### config.mk
export PLATFORM = sky130hd
export DESIGN_NAME = analog_stick_polar_registers_top
export DESIGN_NICKNAME = d
export VERILOG_FILES = /design/src/asp_pkg.sv /design/src/asp_front.sv /design/src/asp_cordic.sv /design/src/asp_back.sv /design/src/analog_stick_polar_registers_top.sv
export SDC_FILE = /design/constraint.sdc
export NUM_CORES = 2
export LEC_CHECK = 0
export ABC_CLOCK_PERIOD_IN_PS = 6200
export BUFFER_PORTS_ARGS = -buffer_cell sky130_fd_sc_hd__buf_2
export CAP_MARGIN = 20
export CORE_ASPECT_RATIO = 2
export CORE_MARGIN = 2
export CORE_UTILIZATION = 31
export DETAILED_ROUTE_END_ITERATION = 7
export PLACE_DENSITY_LB_ADDON = 0.25
export SLEW_MARGIN = 5
export SYNTH_ARGS = -nofsm -noshare
export SYNTH_HDL_FRONTEND = slang
export SYNTH_SLANG_ARGS = --single-unit
### constraint.sdc
create_clock -name i_clk -period 6.2 [get_ports i_clk]
set_input_delay 1.24 -clock i_clk [delete_from_list [all_inputs] [get_ports i_clk]]
set_output_delay 1.24 -clock i_clk [all_outputs]
set_load 0.05 [all_outputs]
### src/asp_pkg.sv
// Shared types, constants and tables for the analog stick polar register block.
// Used by asp_front, asp_cordic, asp_back and the top level; no dependencies.
`default_nettype none
package asp_pkg;

    localparam logic [15:0] OPEN_BUS_HALF = 16'hAFFF;
    localparam logic [7:0]  ADDR_TOP      = 8'h09;
    localparam int          CORDIC_STEPS  = 20;
    localparam int          PRESHIFT      = 14;
    localparam int          QUEUE_DEPTH   = 2;
    localparam int          CW_BITS       = 34;  // CORDIC x/y datapath
    localparam int          ZW_BITS       = 24;  // angle accumulator, 2^21 per pi

    typedef enum logic {KIND_SET, KIND_READ} t_kind;
    typedef enum logic [1:0] {SZ_BYTE, SZ_HALF, SZ_WORD} t_size;
    typedef enum logic [2:0] {HS_OPEN, HS_X, HS_Y, HS_MAG, HS_ANG} t_hsel;
    typedef enum logic [2:0] {ST_IDLE, ST_MUL, ST_SUM, ST_CHK, ST_DIV, ST_ROOT, ST_FIN} t_state;
    typedef enum logic [1:0] {PH_MAG, PH_X, PH_Y} t_phase;

    typedef struct packed {
        t_kind              kind;
        logic signed [15:0] x;
        logic signed [15:0] y;
        t_hsel              lo_sel;
        t_hsel              hi_sel;
        logic               byte_hi;
        t_size              size;
    } t_cmd;

    function automatic t_hsel decode_half(input logic [31:0] addr);
        t_hsel s;
        s = HS_OPEN;
        if (addr[31:24] == ADDR_TOP) begin
            if (addr[23:8] == 16'd0) begin
                case (addr[7:0])
                    8'h08:   s = HS_X;
                    8'h0A:   s = HS_Y;
                    default: s = HS_OPEN;
                endcase
            end else if (addr[23:8] == 16'd1) begin
                case (addr[7:0])
                    8'h00:   s = HS_MAG;
                    8'h02:   s = HS_X;
                    8'h04:   s = HS_Y;
                    8'h06:   s = HS_ANG;
                    default: s = HS_OPEN;
                endcase
            end
        end
        return s;
    endfunction

    // atan(2^-i), 2^21 units per pi
    function automatic logic signed [ZW_BITS-1:0] atan_tab(input logic [4:0] i);
        logic signed [ZW_BITS-1:0] v;
        case (i)
            5'd0:    v = 24'sd524288;
            5'd1:    v = 24'sd309505;
            5'd2:    v = 24'sd163534;
            5'd3:    v = 24'sd83012;
            5'd4:    v = 24'sd41667;
            5'd5:    v = 24'sd20854;
            5'd6:    v = 24'sd10430;
            5'd7:    v = 24'sd5215;
            5'd8:    v = 24'sd2608;
            5'd9:    v = 24'sd1304;
            5'd10:   v = 24'sd652;
            5'd11:   v = 24'sd326;
            5'd12:   v = 24'sd163;
            5'd13:   v = 24'sd81;
            5'd14:   v = 24'sd41;
            5'd15:   v = 24'sd20;
            5'd16:   v = 24'sd10;
            5'd17:   v = 24'sd5;
            5'd18:   v = 24'sd3;
            5'd19:   v = 24'sd1;
            default: v = 24'sd0;
        endcase
        return v;
    endfunction

endpackage
`default_nettype wire

### src/asp_front.sv
// Front end: accepts items, decodes read addresses into register selects,
// and holds classified commands in a short queue. Depends on asp_pkg.
`default_nettype none
module asp_front (
    input  wire logic           i_clk,
    input  wire logic           i_rst_n,
    input  wire logic           i_valid,
    output logic                o_ready,
    input  wire logic           i_func,
    input  wire logic [15:0]    i_x,
    input  wire logic [15:0]    i_y,
    input  wire logic [31:0]    i_addr,
    input  wire logic [1:0]     i_size,
    output logic                o_cmd_valid,
    output asp_pkg::t_cmd       o_cmd,
    input  wire logic           i_cmd_pop
);
    localparam int PW = $clog2(asp_pkg::QUEUE_DEPTH);

    asp_pkg::t_cmd   r_q [asp_pkg::QUEUE_DEPTH];
    logic [PW-1:0]   r_wp, r_rp;
    logic [PW:0]     r_cnt;
    asp_pkg::t_cmd   n_cmd;
    logic            push;

    always_comb begin
        n_cmd         = '0;
        n_cmd.kind    = i_func ? asp_pkg::KIND_READ : asp_pkg::KIND_SET;
        n_cmd.x       = i_x;
        n_cmd.y       = i_y;
        n_cmd.hi_sel  = asp_pkg::HS_OPEN;
        n_cmd.byte_hi = i_addr[0];
        case (i_size)
            2'd0: begin
                n_cmd.size   = asp_pkg::SZ_BYTE;
                n_cmd.lo_sel = asp_pkg::decode_half({i_addr[31:1], 1'b0});
            end
            2'd1: begin
                n_cmd.size   = asp_pkg::SZ_HALF;
                n_cmd.lo_sel = asp_pkg::decode_half(i_addr);
            end
            default: begin
                n_cmd.size   = asp_pkg::SZ_WORD;
                n_cmd.lo_sel = asp_pkg::decode_half(i_addr);
                n_cmd.hi_sel = asp_pkg::decode_half({i_addr[31:2], 1'b1, i_addr[0]});
            end
        endcase
    end

    assign o_ready     = (r_cnt != (PW+1)'(asp_pkg::QUEUE_DEPTH));
    assign push        = i_valid && o_ready;
    assign o_cmd_valid = (r_cnt != '0);
    assign o_cmd       = r_q[r_rp];

    always_ff @(posedge i_clk) begin
        if (push) r_q[r_wp] <= n_cmd;
    end

    always_ff @(posedge i_clk) begin
        if (!i_rst_n) begin
            r_wp  <= '0;
            r_rp  <= '0;
            r_cnt <= '0;
        end else begin
            if (push) r_wp <= r_wp + 1'b1;
            if (i_cmd_pop) r_rp <= r_rp + 1'b1;
            case ({push, i_cmd_pop})
                2'b10:   r_cnt <= r_cnt + 1'b1;
                2'b01:   r_cnt <= r_cnt - 1'b1;
                default: r_cnt <= r_cnt;
            endcase
        end
    end
endmodule
`default_nettype wire

### src/asp_cordic.sv
// Iterative CORDIC vectoring unit: atan2(x, y) from the +y axis, 2^15 per pi.
// One micro-rotation per cycle, CORDIC_STEPS in all. Depends on asp_pkg.
`default_nettype none
module asp_cordic (
    input  wire logic               i_clk,
    input  wire logic               i_rst_n,
    input  wire logic               i_start,
    input  wire logic signed [15:0] i_x,
    input  wire logic signed [15:0] i_y,
    output logic                    o_done,
    output logic [15:0]             o_angle
);
    localparam int CW = asp_pkg::CW_BITS;
    localparam int ZW = asp_pkg::ZW_BITS;

    logic                 r_busy, r_zero;
    logic [4:0]           r_i;
    logic signed [CW-1:0] r_a, r_b;
    logic signed [ZW-1:0] r_z;
    logic signed [CW-1:0] a0, b0, da, db;
    logic signed [ZW-1:0] z_abs, z_rnd;

    always_comb begin
        a0 = CW'(i_y) <<< asp_pkg::PRESHIFT;
        b0 = CW'(i_x) <<< asp_pkg::PRESHIFT;
        da = r_b >>> r_i;
        db = r_a >>> r_i;
        z_abs = (r_z < 0) ? -r_z : r_z;
        z_rnd = (z_abs + ZW'(32)) >>> 6;
        if (r_zero) o_angle = '0;
        else if (r_z < 0) o_angle = 16'(-z_rnd);
        else o_angle = 16'(z_rnd);
    end

    assign o_done = !r_busy;

    always_ff @(posedge i_clk) begin
        if (!i_rst_n) begin
            r_busy <= 1'b0;
        end else if (i_start) begin
            r_busy <= 1'b1;
        end else if (r_busy && r_i == 5'(asp_pkg::CORDIC_STEPS - 1)) begin
            r_busy <= 1'b0;
        end
    end

    always_ff @(posedge i_clk) begin
        if (i_start) begin
            r_i    <= '0;
            r_zero <= (i_x == 16'sd0) && (i_y == 16'sd0);
            // pre-rotate by +-pi into the upper half plane
            if (a0 < 0) begin
                r_a <= -a0;
                r_b <= -b0;
                r_z <= (b0 >= 0) ? (asp_pkg::atan_tab(5'd0) <<< 2)
                                 : -(asp_pkg::atan_tab(5'd0) <<< 2);
            end else begin
                r_a <= a0;
                r_b <= b0;
                r_z <= '0;
            end
        end else if (r_busy) begin
            r_i <= r_i + 1'b1;
            if (r_b >= 0) begin
                r_a <= r_a + da;
                r_b <= r_b - db;
                r_z <= r_z + asp_pkg::atan_tab(r_i);
            end else begin
                r_a <= r_a - da;
                r_b <= r_b + db;
                r_z <= r_z - asp_pkg::atan_tab(r_i);
            end
        end
    end
endmodule
`default_nettype wire

### src/asp_back.sv
// Back end: runs set commands (squares, restoring divider, digit square root,
// CORDIC) and answers reads from the four registers. Depends on asp_pkg, asp_cordic.
`default_nettype none
module asp_back #(
    parameter int FRAC_BITS = 12
) (
    input  wire logic          i_clk,
    input  wire logic          i_rst_n,
    input  wire logic          i_cmd_valid,
    input  wire asp_pkg::t_cmd i_cmd,
    output logic               o_cmd_pop,
    output logic               o_valid,
    input  wire logic          i_ready,
    output logic [31:0]        o_data
);
    localparam int QW  = 2*FRAC_BITS + 3;     // quotient bits
    localparam int SW  = 2*FRAC_BITS + 4;     // square root operand bits
    localparam int RTW = SW/2;                // root bits
    localparam int RW  = FRAC_BITS + 6;       // root remainder bits
    localparam int NW  = $clog2(QW + 1);
    localparam logic [31:0] ONE_SQ = 32'(1) << (2*FRAC_BITS);
    localparam logic [15:0] ONE    = 16'(1) << FRAC_BITS;

    asp_pkg::t_state     r_state, n_state;
    asp_pkg::t_phase     r_phase;
    logic signed [15:0]  r_x, r_y;
    logic [31:0]         r_xx, r_yy, r_sq;
    logic [32:0]         r_rem;
    logic [QW-1:0]       r_quo;
    logic [NW-1:0]       r_cnt;
    logic [SW-1:0]       r_op;
    logic [RW-1:0]       r_srem;
    logic [RTW-1:0]      r_root;
    logic [15:0]         r_pos_x, r_pos_y, r_mag, r_ang;
    logic [31:0]         r_odata;
    logic                r_ovalid;

    logic                out_free, take_read, take_set, div_last, root_last;
    logic [32:0]         dv_t;
    logic                dv_ge;
    logic [QW-1:0]       quo_next;
    logic [RW-1:0]       rt_sh, rt_trial;
    logic                rt_ge;
    logic [RTW-1:0]      root_next;
    logic [RTW-1:0]      rnd;
    logic [15:0]         n16;
    logic                cor_done;
    logic [15:0]         cor_angle;
    logic [15:0]         half_lo, half_hi;
    logic [31:0]         rd_data;

    function automatic logic [15:0] pick(input asp_pkg::t_hsel s, input logic [15:0] px,
                                         input logic [15:0] py, input logic [15:0] pm,
                                         input logic [15:0] pa);
        logic [15:0] v;
        case (s)
            asp_pkg::HS_X:   v = px;
            asp_pkg::HS_Y:   v = py;
            asp_pkg::HS_MAG: v = pm;
            asp_pkg::HS_ANG: v = pa;
            default:         v = asp_pkg::OPEN_BUS_HALF;
        endcase
        return v;
    endfunction

    asp_cordic u_cordic (
        .i_clk   (i_clk),
        .i_rst_n (i_rst_n),
        .i_start (take_set),
        .i_x     (i_cmd.x),
        .i_y     (i_cmd.y),
        .o_done  (cor_done),
        .o_angle (cor_angle)
    );

    // read decode
    always_comb begin
        half_lo = pick(i_cmd.lo_sel, r_pos_x, r_pos_y, r_mag, r_ang);
        half_hi = pick(i_cmd.hi_sel, r_pos_x, r_pos_y, r_mag, r_ang);
        case (i_cmd.size)
            asp_pkg::SZ_BYTE: rd_data = {24'd0, i_cmd.byte_hi ? half_lo[15:8] : half_lo[7:0]};
            asp_pkg::SZ_HALF: rd_data = {16'd0, half_lo};
            default:          rd_data = {half_hi, half_lo};
        endcase
    end

    // divider and square root steps
    always_comb begin
        dv_t      = (r_cnt == '0) ? {1'b0, r_rem[31:0]} : {r_rem[31:0], 1'b0};
        dv_ge     = dv_t >= {1'b0, r_sq};
        quo_next  = {r_quo[QW-2:0], dv_ge};
        rt_sh     = {r_srem[RW-3:0], r_op[SW-1:SW-2]};
        rt_trial  = RW'({r_root, 2'b01});
        rt_ge     = rt_sh >= rt_trial;
        root_next = {r_root[RTW-2:0], rt_ge};
        rnd       = (root_next + 1'b1) >> 1;
        n16       = 16'(rnd);
        div_last  = (r_cnt == NW'(QW - 1));
        root_last = (r_cnt == NW'(RTW - 1));
    end

    // control outputs
    always_comb begin
        out_free  = !r_ovalid || i_ready;
        take_read = 1'b0;
        take_set  = 1'b0;
        if (r_state == asp_pkg::ST_IDLE && i_cmd_valid) begin
            if (i_cmd.kind == asp_pkg::KIND_READ) take_read = out_free;
            else take_set = 1'b1;
        end
        o_cmd_pop = take_read || take_set;
    end

    // next state
    always_comb begin
        n_state = r_state;
        case (r_state)
            asp_pkg::ST_IDLE: if (take_set) n_state = asp_pkg::ST_MUL;
            asp_pkg::ST_MUL:  n_state = asp_pkg::ST_SUM;
            asp_pkg::ST_SUM:  n_state = asp_pkg::ST_CHK;
            asp_pkg::ST_CHK:  n_state = (r_sq > ONE_SQ) ? asp_pkg::ST_DIV : asp_pkg::ST_ROOT;
            asp_pkg::ST_DIV:  if (div_last) n_state = asp_pkg::ST_ROOT;
            asp_pkg::ST_ROOT: begin
                if (root_last) begin
                    n_state = (r_phase == asp_pkg::PH_X) ? asp_pkg::ST_DIV : asp_pkg::ST_FIN;
                end
            end
            asp_pkg::ST_FIN:  if (cor_done) n_state = asp_pkg::ST_IDLE;
            default:          n_state = asp_pkg::ST_IDLE;
        endcase
    end

    always_ff @(posedge i_clk) begin
        if (!i_rst_n) begin
            r_state  <= asp_pkg::ST_IDLE;
            r_ovalid <= 1'b0;
            r_pos_x  <= '0;
            r_pos_y  <= '0;
            r_mag    <= '0;
            r_ang    <= '0;
        end else begin
            r_state <= n_state;
            if (take_read) r_ovalid <= 1'b1;
            else if (i_ready) r_ovalid <= 1'b0;
            if (r_state == asp_pkg::ST_ROOT && root_last) begin
                case (r_phase)
                    asp_pkg::PH_MAG: begin
                        r_mag   <= n16;
                        r_pos_x <= r_x;
                        r_pos_y <= r_y;
                    end
                    asp_pkg::PH_X: r_pos_x <= r_x[15] ? -n16 : n16;
                    default: begin
                        r_pos_y <= r_y[15] ? -n16 : n16;
                        r_mag   <= ONE;
                    end
                endcase
            end
            if (r_state == asp_pkg::ST_FIN && cor_done) r_ang <= cor_angle;
        end
    end

    // datapath
    always_ff @(posedge i_clk) begin
        if (take_read) r_odata <= rd_data;
        if (take_set) begin
            r_x <= i_cmd.x;
            r_y <= i_cmd.y;
        end
        case (r_state)
            asp_pkg::ST_MUL: begin
                r_xx <= 32'(r_x * r_x);
                r_yy <= 32'(r_y * r_y);
            end
            asp_pkg::ST_SUM: r_sq <= r_xx + r_yy;
            asp_pkg::ST_CHK: begin
                r_cnt  <= '0;
                r_quo  <= '0;
                r_srem <= '0;
                r_root <= '0;
                r_rem  <= {1'b0, r_xx};
                r_op   <= {r_sq[SW-3:0], 2'b00};
                r_phase <= (r_sq > ONE_SQ) ? asp_pkg::PH_X : asp_pkg::PH_MAG;
            end
            asp_pkg::ST_DIV: begin
                r_rem <= dv_ge ? dv_t - {1'b0, r_sq} : dv_t;
                r_quo <= quo_next;
                if (div_last) begin
                    r_cnt  <= '0;
                    r_op   <= SW'(quo_next);
                    r_srem <= '0;
                    r_root <= '0;
                end else begin
                    r_cnt <= r_cnt + 1'b1;
                end
            end
            asp_pkg::ST_ROOT: begin
                r_srem <= rt_ge ? rt_sh - rt_trial : rt_sh;
                r_root <= root_next;
                r_op   <= {r_op[SW-3:0], 2'b00};
                if (root_last) begin
                    r_cnt <= '0;
                    r_quo <= '0;
                    r_rem <= {1'b0, r_yy};
                    if (r_phase == asp_pkg::PH_X) r_phase <= asp_pkg::PH_Y;
                end else begin
                    r_cnt <= r_cnt + 1'b1;
                end
            end
            default: ;
        endcase
    end

    assign o_valid = r_ovalid;
    assign o_data  = r_odata;
endmodule
`default_nettype wire

### src/analog_stick_polar_registers_top.sv
// Read: an item is taken from the queue when the back end is idle and the output register
// is free. Set: squares, then a digit square root for the magnitude, or when scaled a
// restoring divider then a digit square root per coordinate; the CORDIC is waited for.
// Items queue two deep ahead of the back end; one set runs at a time.
// Synchronous active-low reset clears all four registers to zero and empties the queue.
// Depends on asp_pkg, asp_front, asp_back.
`default_nettype none
module analog_stick_polar_registers_top #(
    parameter int FRAC_BITS = 12
) (
    input  wire logic        i_clk,
    input  wire logic        i_rst_n,
    input  wire logic        i_s_axis_tvalid,
    output logic             o_s_axis_tready,
    // stick_x[15:0], stick_y[31:16], bus_address[63:32], access_size[65:64], zero pad
    input  wire logic [71:0] i_s_axis_tdata,
    // func[0]
    input  wire logic        i_s_axis_tuser,
    output logic             o_m_axis_tvalid,
    input  wire logic        i_m_axis_tready,
    // read_data[31:0]
    output logic [31:0]      o_m_axis_tdata
);
    logic          cmd_valid, cmd_pop;
    asp_pkg::t_cmd cmd;

    asp_front u_front (
        .i_clk       (i_clk),
        .i_rst_n     (i_rst_n),
        .i_valid     (i_s_axis_tvalid),
        .o_ready     (o_s_axis_tready),
        .i_func      (i_s_axis_tuser),
        .i_x         (i_s_axis_tdata[15:0]),
        .i_y         (i_s_axis_tdata[31:16]),
        .i_addr      (i_s_axis_tdata[63:32]),
        .i_size      (i_s_axis_tdata[65:64]),
        .o_cmd_valid (cmd_valid),
        .o_cmd       (cmd),
        .i_cmd_pop   (cmd_pop)
    );

    asp_back #(.FRAC_BITS(FRAC_BITS)) u_back (
        .i_clk       (i_clk),
        .i_rst_n     (i_rst_n),
        .i_cmd_valid (cmd_valid),
        .i_cmd       (cmd),
        .o_cmd_pop   (cmd_pop),
        .o_valid     (o_m_axis_tvalid),
        .i_ready     (i_m_axis_tready),
        .o_data      (o_m_axis_tdata)
    );
endmodule
`default_nettype wire

==> results.toml <==
[final_layout]
layout-drive-gt1-share_pct = 22.5
regArea_sq_mm = 0.0157
synth_to_layout_area_growth_pct = 22.6
multi_input_comb_area_sq_mm = 0.0388
final_nets = 7768
stdcell_count = 9271
num-fill-cells = 18600

[timing]
clock.fmax_mhz = 161
postLayoutSetupSlackWorst_ns = -0.0249
timing.final.setup_violations = 3
final_min_period_over_clock_period_pct = 100
worstMarginPinSlew_ns = 1.15
grt_setup_unrepaired = "true"
final-max-slew-violation-count = 0
finalCriticalPeriod_ns = 6.22
report.final.hold_viol_count = 0
setup_skew_ns = 0.0378
max-slew-margin-rel_pct = 22.5

[clock_tree]
cts-root-buf = "sky130_fd_sc_hd__clkbuf_16"
cts_inserted_buffers = 57
clk_pin_slew_ns = 0.08
cts-htree-levels = 2
ctsHoldBuffers = 0
tritoncts = "done"
clock_tree.buffer_depth = 3
cts_sinks = 554
insertion_delay_ns = 0.70

[synthesis]
synthesis.nets = 6988
synth_edf_count = 458
post-synth-top-count-cell = "sky130_fd_sc_hd__inv_1"
yosys.area.top_type_share_pct = 24.0
synth_compound_gate_area_share_pct = 13.9
postSynthCellCount = 6075
mappedNetlistArea_sq_mm = 0.0574
netlist.top_cell.by_area = "sky130_fd_sc_hd__edfxtp_1"
synth.area.mux_share_pct = 7.52
synth_simple_gate_area_share_pct = 13.4
synth_top_cells_by_count = "834 x sky130_fd_sc_hd__inv_1, 475 x sky130_fd_sc_hd__fa_1, 472 x sky130_fd_sc_hd__nand2_1"
synth_flop_cell = "sky130_fd_sc_hd__edfxtp_1"
yosysWarningCount = 0
synthTopCellsByArea = "sky130_fd_sc_hd__edfxtp_1 24%, sky130_fd_sc_hd__fa_1 17%, sky130_fd_sc_hd__ha_1 7.9%"
ys_seq_area_share_pct = 27.3
synth_fa_ha_area_share_pct = 24.4
synthesized_area_fraction_occupied_by_xor_and_xnor_cells_pct = 6.18
asyncSetResetFlopFracSynth_pct = 0
synth_cell_types = 95
postSynthRegisterBits = 554
synth_top_family_by_area = "adder cells"
synth.avg_cell_area_sq_um = 9.45

[detailed_routing]
drt-pass1-iter-count = 5
routed_via_density = 5.23
post-route-drc-count = 0
drtIter0Drc = 2793
vias = 48500
routed_wirelength_um = 211000
antenna_violating_nets_post_route = 0
post_drt_wl_per_cell_um = 22.8

[worst_setup_path]
crit_path_cells = "buf_12 -> buf_8 -> nand2_4 -> fa_2 -> fa_1 -> fa_1 -> inv_2 -> fa_1 -> fa_1 -> inv_2 -> fa_1 -> inv_2 -> ha_4 -> a21o_4 -> a21oi_4 -> buf_6 -> o211ai_1 -> a41oi_2 -> buf_4 -> nor2b_2 -> a211o_1 -> nand2_2 -> a21oi_2 -> xnor2_1"
cp-end-kind = "register"
cp_common_cell = "sky130_fd_sc_hd__fa_1"
worst_setup_path_start_kind = "register"
worst-path-max-fanout = 5
critPathSlowestCell = "sky130_fd_sc_hd__fa_1"
cp_data_arrival_time_ns = 6.65
timing_worst_setup_path_type = "reg -> reg"
cpPeakStageDelay_ns = 0.59
critPathRequiredTime_ns = 6.63

[die]
fp.dieH_um = 612
rows = 223
design.core.area_sq_mm = 0.184
design.die.area_sq_mm = 0.189
io-pin-count = 111
die_x_um = 308
initial_utilization_pct = 31.2

[placed_design]
dpl.hpwl_um = 172000
dpl.cell_count = 9051
gp_congestion = 1.01
place.port_buffers = 104

[global_route]
grt_pass1_wl_um = 313000
grt_max_degree = 90
global_route.usage.total_pct = 22.2
first_global_vias = 51500
overflow = 0
grt_antenna_before_repair = 19

[run_status]
violations = "setup timing"
outcome = "finished with violations"

[hold_path]
worst_hold_path_type = "reg -> reg"

[run]
timing.max_cap.violations = 0
## worst max-delay path: cells and delay by family (launching register included)
kind	cells	cell delay, ns
AO/OA/AOI/OAI	6	1.16
XOR/XNOR	1	0.13
adder cells (fa/ha/maj)	7	3.31
buffers and inverters	7	0.71
flip-flops	1	0.46
AND/OR/NAND/NOR	3	0.18
## sequential cells by signal (all words and copies together), names as in the netlist, 24 cells and up, named ones only
signal,count
u_back.o_data,32
u_back.r_op,28
u_back.r_quo,26
u_back.r_rem,32
u_back.r_sq,32
u_back.r_xx,31
u_back.r_yy,31
u_back.u_cordic.r_a,34
u_back.u_cordic.r_b,34
u_back.u_cordic.r_z,24
u_front.r_q,84
## cell families after synthesis
group | after synthesis
flip-flops | 554
AO/OA/AOI/OAI | 1252
multiplexers | 323
buffers and inverters | 1098
adder cells (fa/ha/maj) | 836
XOR/XNOR | 405
AND/OR/NAND/NOR | 1607
## cell usage in the layout, fill, tap and decap left out, drive strengths merged, types with 19 or more instances in the layout
master | netlist | layout
buf | 66 | 980
inv | 835 | 843
fa | 475 | 475
nand2 | 473 | 473
nor2 | 466 | 466
edfxtp | 458 | 458
a21oi | 375 | 375
ha | 361 | 361
o21ai | 288 | 288
xnor2 | 285 | 285
mux2i | 160 | 160
and2 | 141 | 141
xor2 | 120 | 120
nand3 | 108 | 108
dfxtp | 96 | 96
a21o | 91 | 91
nor3 | 89 | 89
mux2 | 85 | 85
mux4 | 78 | 78
clkbuf | 194 | 62
nand2b | 61 | 61
a22oi | 51 | 51
a211oi | 51 | 51
and3 | 47 | 47
a31oi | 46 | 46
nor2b | 45 | 45
o21a | 40 | 40
o31ai | 37 | 37
o22ai | 34 | 34
or3 | 33 | 33
nand4 | 30 | 30
nor4 | 28 | 28
or2 | 25 | 25
a32oi | 24 | 24
o211ai | 23 | 23
o21bai | 23 | 23
o221ai | 19 | 19
clkinv | 3 | 19
## layer usage
layer | vias up | wire (um) | track usage [%]
met2 | 1319 | 117000 | 44.1
met4 | 4 | 21300 | 18.1
li1 | 22500 | - | -
met5 | - | 29 | 0
met1 | 24000 | 66200 | 19.8
met3 | 644 | 7380 | 2.28
## area by class of cell
type	count	share of cell area (%)
clock inverter	46	0.816
clock buffer	61	2.08
multi-input combinational	4423	55.2
tap	2362	4.20
sequential	554	22.3
antenna	6	0.0213
inverter	838	4.49
timing repair buffer	981	10.9
## final timing paths
check / start / endpoint / slack [ns] / cells past startpoint
worst min register to register: u_back.r_ang[15]$_SDFFE_PN0P_ / u_back.r_ang[15]$_SDFFE_PN0P_ / 0.47 / 2
worst max register to register: u_back.r_x[10]$_DFFE_PP_ / u_back.r_xx[31]$_DFFE_PP_ / -0.02 / 24
worst min-delay path: u_back.r_ang[15]$_SDFFE_PN0P_ / u_back.r_ang[15]$_SDFFE_PN0P_ / 0.47 / 2
worst max-delay path: u_back.r_x[10]$_DFFE_PP_ / u_back.r_xx[31]$_DFFE_PP_ / -0.02 / 24
## per-stage QoR
step / setup TNS, ns / hold WS [ns] / util, % / instance area [sq um] / setup slack, ns
floorplan: -0.0289 / 0.432 / - / 57500 / -0.0281
global placement: -6.70 / 0.447 / 35.8 / 66000 / -0.429
detailed placement: -7.08 / 0.464 / 35.8 / 66000 / -0.390
CTS: -0.102 / 0.473 / 37.5 / 69000 / -0.0505
global route: -2.33 / 0.483 / 38.2 / 70400 / -0.232
finish: -0.0574 / 0.468 / 38.2 / 70400 / -0.0249
## what timing repair did
action	in CTS	in global routing
gates cloned	1	1
setup endpoints to repair	33	40
buffers inserted	57	51
pin swaps	79	164
resized for setup	135	226
Power is not shown: default switching activity piles up to over one toggle a cycle in this logic, so the estimate is an artifact.
